**src/design/cse_pkg.sv**
```systemverilog
package cse_pkg;

  localparam int FRAC_BITS  = 16;
  localparam int COUNT_BITS = 32;

  localparam int CNT_W    = 32;
  localparam int N_W      = 32;
  localparam int OUT_W    = 24;
  localparam int ACC_W    = 64;
  localparam int TCNT_W   = 40;
  localparam int LOG_W    = 5 + FRAC_BITS;
  localparam int LG_RAW_W = 35;
  localparam int LG_SHIFT = 30 - FRAC_BITS;
  localparam int IDX_W    = 5;
  localparam int IP_W     = 26;
  localparam int TAB_N    = 33;
  localparam int TAB_W    = 31;
  localparam int MUL_W    = 32 + LOG_W;
  localparam int SPLIT_W  = TCNT_W + LOG_W;
  localparam int DNUM_W   = (SPLIT_W > ACC_W) ? SPLIT_W : ACC_W;
  localparam int REM_W    = N_W + OUT_W;
  localparam int DCNT_W   = $clog2(OUT_W);

  localparam logic [OUT_W-1:0]  OUT_MAX  = '1;
  localparam logic [TCNT_W-1:0] TCNT_MAX = '1;

  typedef logic [TAB_N-1:0][TAB_W-1:0] log_tab_t;

  // log2(1 + i/32) in Q1.30 by repeated squaring
  function automatic log_tab_t build_log_tab();
    log_tab_t    t;
    logic [63:0] z;
    logic [29:0] r;
    t = '0;
    for (int i = 0; i < 32; i++) begin
      z = 64'(32 + i) << 26;
      r = '0;
      for (int b = 0; b < 30; b++) begin
        z = (z * z) >> 31;
        r = {r[28:0], 1'b0};
        if (z >= 64'h1_0000_0000) begin
          r[0] = 1'b1;
          z    = z >> 1;
        end
      end
      t[i] = {1'b0, r};
    end
    t[32] = 31'h4000_0000;
    return t;
  endfunction

  localparam log_tab_t LOG_TAB = build_log_tab();

  typedef enum logic [1:0] {
    PH_CELL,
    PH_ROW,
    PH_N
  } phase_t;

  typedef struct packed {
    logic   take_cell;
    phase_t src;
    logic   lg_norm;
    logic   lg_interp;
    logic   lg_sum;
    logic   mul_lo;
    logic   mul_hi;
    logic   acc_cell;
    logic   close_a;
    logic   close_b;
    logic   split_add;
    logic   split_sub;
    logic   div_load;
    logic   div_split;
    logic   div_step;
    logic   out_load;
  } dp_cmd_t;

  typedef struct packed {
    logic row_nz;
  } dp_stat_t;

endpackage

```
**src/design/cse_ctrl.sv**
```systemverilog
module cse_ctrl (
  input  logic               clk,
  input  logic               rst,
  input  logic               in_valid,
  output logic               in_stall,
  input  logic               row_end,
  input  logic               table_end,
  output logic               out_valid,
  input  logic               out_stall,
  input  cse_pkg::dp_stat_t  stat,
  output cse_pkg::dp_cmd_t   cmd
);
  import cse_pkg::*;

  typedef enum logic [3:0] {
    S_IDLE,
    S_LNORM,
    S_LINTERP,
    S_LSUM,
    S_MUL,
    S_ACC,
    S_CLOSE_A,
    S_CLOSE_B,
    S_MUL_HI,
    S_SPLIT_ADD,
    S_SPLIT_SUB,
    S_DLOAD_C,
    S_DIV_C,
    S_DLOAD_S,
    S_DIV_S,
    S_DONE
  } state_t;

  state_t            state;
  phase_t            phase;
  logic              rclose;
  logic              tclose;
  logic [DCNT_W-1:0] dcnt;
  logic              out_free;
  logic              div_last;

  assign in_stall = (state != S_IDLE);
  assign out_free = !out_valid || !out_stall;
  assign div_last = (dcnt == DCNT_W'(OUT_W - 1));

  always_comb begin
    cmd     = '0;
    cmd.src = phase;
    unique case (state)
      S_IDLE:      cmd.take_cell = in_valid;
      S_LNORM:     cmd.lg_norm   = 1'b1;
      S_LINTERP:   cmd.lg_interp = 1'b1;
      S_LSUM:      cmd.lg_sum    = 1'b1;
      S_MUL:       cmd.mul_lo    = 1'b1;
      S_ACC:       cmd.acc_cell  = 1'b1;
      S_CLOSE_A:   cmd.close_a   = 1'b1;
      S_CLOSE_B:   cmd.close_b   = 1'b1;
      S_MUL_HI:    cmd.mul_hi    = 1'b1;
      S_SPLIT_ADD: cmd.split_add = 1'b1;
      S_SPLIT_SUB: cmd.split_sub = 1'b1;
      S_DLOAD_C:   cmd.div_load  = 1'b1;
      S_DIV_C:     cmd.div_step  = 1'b1;
      S_DLOAD_S: begin
        cmd.div_load  = 1'b1;
        cmd.div_split = 1'b1;
      end
      S_DIV_S:     cmd.div_step  = 1'b1;
      S_DONE:      cmd.out_load  = out_free;
      default:     cmd           = '0;
    endcase
  end

  always_ff @(posedge clk) begin
    if (rst) begin
      state     <= S_IDLE;
      phase     <= PH_CELL;
      rclose    <= 1'b0;
      tclose    <= 1'b0;
      dcnt      <= '0;
      out_valid <= 1'b0;
    end else begin
      if (out_valid && !out_stall && state != S_DONE) begin
        out_valid <= 1'b0;
      end
      unique case (state)
        S_IDLE: begin
          if (in_valid) begin
            rclose <= row_end || table_end;
            tclose <= table_end;
            phase  <= PH_CELL;
            state  <= S_LNORM;
          end
        end
        S_LNORM:   state <= S_LINTERP;
        S_LINTERP: state <= S_LSUM;
        S_LSUM:    state <= S_MUL;
        S_MUL: begin
          unique case (phase)
            PH_CELL: state <= S_ACC;
            PH_ROW:  state <= S_CLOSE_A;
            PH_N:    state <= S_MUL_HI;
            default: state <= S_IDLE;
          endcase
        end
        S_ACC: begin
          if (rclose && stat.row_nz) begin
            phase <= PH_ROW;
            state <= S_LNORM;
          end else if (tclose) begin
            phase <= PH_N;
            state <= S_LNORM;
          end else begin
            state <= S_IDLE;
          end
        end
        S_CLOSE_A: state <= S_CLOSE_B;
        S_CLOSE_B: begin
          if (tclose) begin
            phase <= PH_N;
            state <= S_LNORM;
          end else begin
            state <= S_IDLE;
          end
        end
        S_MUL_HI:    state <= S_SPLIT_ADD;
        S_SPLIT_ADD: state <= S_SPLIT_SUB;
        S_SPLIT_SUB: state <= S_DLOAD_C;
        S_DLOAD_C: begin
          dcnt  <= '0;
          state <= S_DIV_C;
        end
        S_DIV_C: begin
          dcnt <= dcnt + DCNT_W'(1);
          if (div_last) begin
            state <= S_DLOAD_S;
          end
        end
        S_DLOAD_S: begin
          dcnt  <= '0;
          state <= S_DIV_S;
        end
        S_DIV_S: begin
          dcnt <= dcnt + DCNT_W'(1);
          if (div_last) begin
            state <= S_DONE;
          end
        end
        S_DONE: begin
          if (out_free) begin
            out_valid <= 1'b1;
            state     <= S_IDLE;
          end
        end
        default: state <= S_IDLE;
      endcase
    end
  end

endmodule

```
**config.mk**
```make
export PLATFORM = sky130hd
export DESIGN_NAME = cse_ctrl
export DESIGN_NICKNAME = d
export VERILOG_FILES = /design/src/design/cse_pkg.sv /design/src/design/cse_ctrl.sv
export SDC_FILE = /design/constraint.sdc
export NUM_CORES = 1
export LEC_CHECK = 0
export BUFFER_PORTS_ARGS = -buffer_cell sky130_fd_sc_hd__buf_2
export CAP_MARGIN = 20
export CORE_ASPECT_RATIO = 1.25
export CORE_MARGIN = 10
export CORE_UTILIZATION = 49
export CTS_CLUSTER_SIZE = 25
export DETAILED_ROUTE_END_ITERATION = 10
export PLACE_DENSITY = 0.77
export SLEW_MARGIN = 20
export SYNTH_ARGS = -nofsm -noshare
export SYNTH_HDL_FRONTEND = slang
export SYNTH_SLANG_ARGS = --single-unit
```
**constraint.sdc**
```tcl
create_clock -name clk -period 1.8 [get_ports clk]
set_input_delay 0.54 -clock clk [delete_from_list [all_inputs] [get_ports clk]]
set_output_delay 0.54 -clock clk [all_outputs]
set_load 0.05 [all_outputs]
```
==> qor.csv <==
metric,value,unit
"Slew Viols, Final",0,
WP data required,1260,ps
GR Overflow Total,0,
synthesis-to-finish area growth,49.2,%
Non-Filler Instances,161,
Post-DP HPWL,1940,um
# rows,16,
vias post-DR,934,
Post-synth EDFFs,0,
IO Pins,26,
H-tree depth,1,
number of global-route vias before repair,1004,
minimum clock period,1810,ps
mapped cell area,837,sq um
"antenna viol nets, final",0,
CP Data Arrival Time,1270,ps
Final setup viols,3,
Max-Cap Viols,0,
RSZ-0062 raised after global routing,true,
f_max,553,MHz
clk buf depth,2,
Num CTS Buffers,3,
Max VDD drop,469,uV
Hold/Removal Path Class,flip-flop to flip-flop,
fin nets,153,
final worst-path setup slack,-9.10,ps
drt drc,0,
actual slew at the worst max-slew pin,329,ps
"top cells by area, synth","dfxtp_1, nor2_1, nor3_1",
Yosys reg bits,14,
asr flop ratio synth,0,%
Via density,5.80,
Mapped Cells,110,
Worst-path clk slew,80,ps
startpoint types,flip-flop,
WS Path Type,flip-flop to output port,
Power per Cell Area,675,nW/um^2
initial drt markers,37,
crit-path max cell delay,380,ps
largest net degree at the start of global routing,12,
CTS Root Cell,clkbuf_4,
Synth cell types,37,
Final period util,101,%
Die X-Extent,57.0,um
WP buf/inv,1,
first-pass GRT wire length,4400,um
share of layout cells above drive strength 1,46.9,%
CP max FO,8,
area share of the largest cell type after synthesis,33.5,%
Post-Syn Area per Cell,7.61,sq um
"wirelength, routed",2700,um
Clock Skew,2.57,ps
cts hold-fix bufs,0,
Fin. Hold Viols,0,
clock sink total,14,
"area leader, netlist",dfxtp_1,
GRT Overall Usage,14.0,%
worst skew pair latency,280,ps
drt pass-1 iters,4,
cells along the critical path,"nand2b_2, nor2_2, buf_4",
average wire per cell in the routed design,16.7,um
Inst Count DP,156,
DIE AREA,3770,sq um
CORE AREA,1600,sq um
Crit path max-delay family,simple AND/OR/NAND/NOR gates,
die height,66.2,um
status,"complete, but fails checks",
Syn. warnings,0,
CTS tree,done,
number of diodes,0,
Final GP Congestion,0.849,
Slew Limit Headroom,77.9,%
leakage power,0.000517,uW
"Top FF cell, synth",dfxtp_1,
CP max-delay cell,dfxtp_4,
syn_nets,118,
failing checks,setup timing,
initial antenna violation count,0,
total power,842,uW
Critical Path End Type,output port,
Initial Util,52.3,%
sequential fraction of the synthesis area,33.5,%
hold slack,464,ps
PortBufs,25,
==> Yosys cell counts, types with 2 or more instances <==
cell / count
inv_1: 2
nand2_1: 9
a211oi_1: 2
buf_2: 4
o22ai_1: 2
o211ai_1: 3
nor3_1: 11
buf_6: 2
nor2_1: 20
a21oi_1: 5
a31oi_1: 2
nor2b_1: 2
nand2b_1: 4
xor2_1: 4
dfxtp_1: 14
and3_1: 2
and3b_1: 2
==> power by group <==
group | switching (uW) | internal [uW] | total, uW
registers | 28.6 | 325 | 353
clock network | 100 | 77.7 | 178
logic | 195 | 116 | 311
total | 324 | 519 | 842
==> cell type report <==
cell class | count | area, sq um
Sequential cell | 14 | 295
Inverter | 3 | 11.3
Clock buffer | 3 | 22.5
Fill cell | 111 | 353
Tap cell | 18 | 22.5
Multi-Input combinational cell | 86 | 599
Timing Repair Buffer | 37 | 298
==> stage by stage <==
stage	instance area [sq um]	util, %	setup WS (ps)	setup TNS [ps]
after floorplan	882	-	-407	-1440
after global placement	1060	66.1	90.8	0
after detailed placement	1060	66.1	85.0	0
after CTS	1160	72.4	-37.9	-84.3
after global routing	1250	78.0	-64.8	-421
final	1250	78.0	-9.10	-19.7
==> repair_timing <==
item | CTS | global route
resized for setup | 30 | 21
cloned | 0 | 0
endpoints found under the setup margin | 16 | 15
setup buffers | 0 | 2
pin swaps | 0 | 0
==> worst reg2reg max path: cells and delay by family, from the launching register on <==
kind,cells,cell delay (ps)
AOI/OAI and AO/OA,3,590
DFF,1,340
and+or+nand+nor,1,250
adders and majority gates,1,240
==> per-layer routing <==
metal	global-route usage [%]	up-vias	part of all wire [%]
met4	6.18	0	1.5
met3	5.96	6	8.5
met1	13.8	429	38
met2	25.0	47	52
li1	-	452	-
met5	0	-	0
==> worst paths after layout <==
check,startpoint,cells past startpoint,to,slack (ps)
setup / recovery,state[3]$_SDFFE_PP0P_,3,cmd[11],-9
hold / removal,tclose$_SDFFE_PP0P_,2,tclose$_SDFFE_PP0P_,460
setup reg to reg,dcnt[0]$_SDFFE_PP0P_,5,state[0]$_SDFFE_PP0P_,290
hold reg to reg,tclose$_SDFFE_PP0P_,2,tclose$_SDFFE_PP0P_,460
==> flip-flops by register name, indices dropped and copies added (netlist names) <==
name and cells:
tclose 1, phase 2, out_valid 1, rclose 1, state 4, dcnt 5
==> cell families (layout without fill, tap and decap cells) <==
group | count (synthesis) | in the layout | share of synthesized area, %
and+or+nand+nor | 58 | 58 | 34.8
DFF | 14 | 14 | 33.5
xor gates and xnor gates | 4 | 4 | 4.18
adders and majority gates | 1 | 1 | 1.49
buffers and inverters | 10 | 43 | 6.88
AOI/OAI and AO/OA | 23 | 23 | 19.1
==> placed cells by master (no fill, tap or decap), types with 3 or more instances in the layout <==
cell type	n
nand2_1	7
o211ai_1	3
dfxtp_1	10
dfxtp_4	4
nor2_1	15
buf_6	10
nor3_2	3
buf_2	10
nor2_2	5
xor2_1	4
buf_4	16
nor3_1	5
a21oi_1	4
clkbuf_4	3
nor3_4	3
Note: power is estimated with default switching activity, not from simulation.
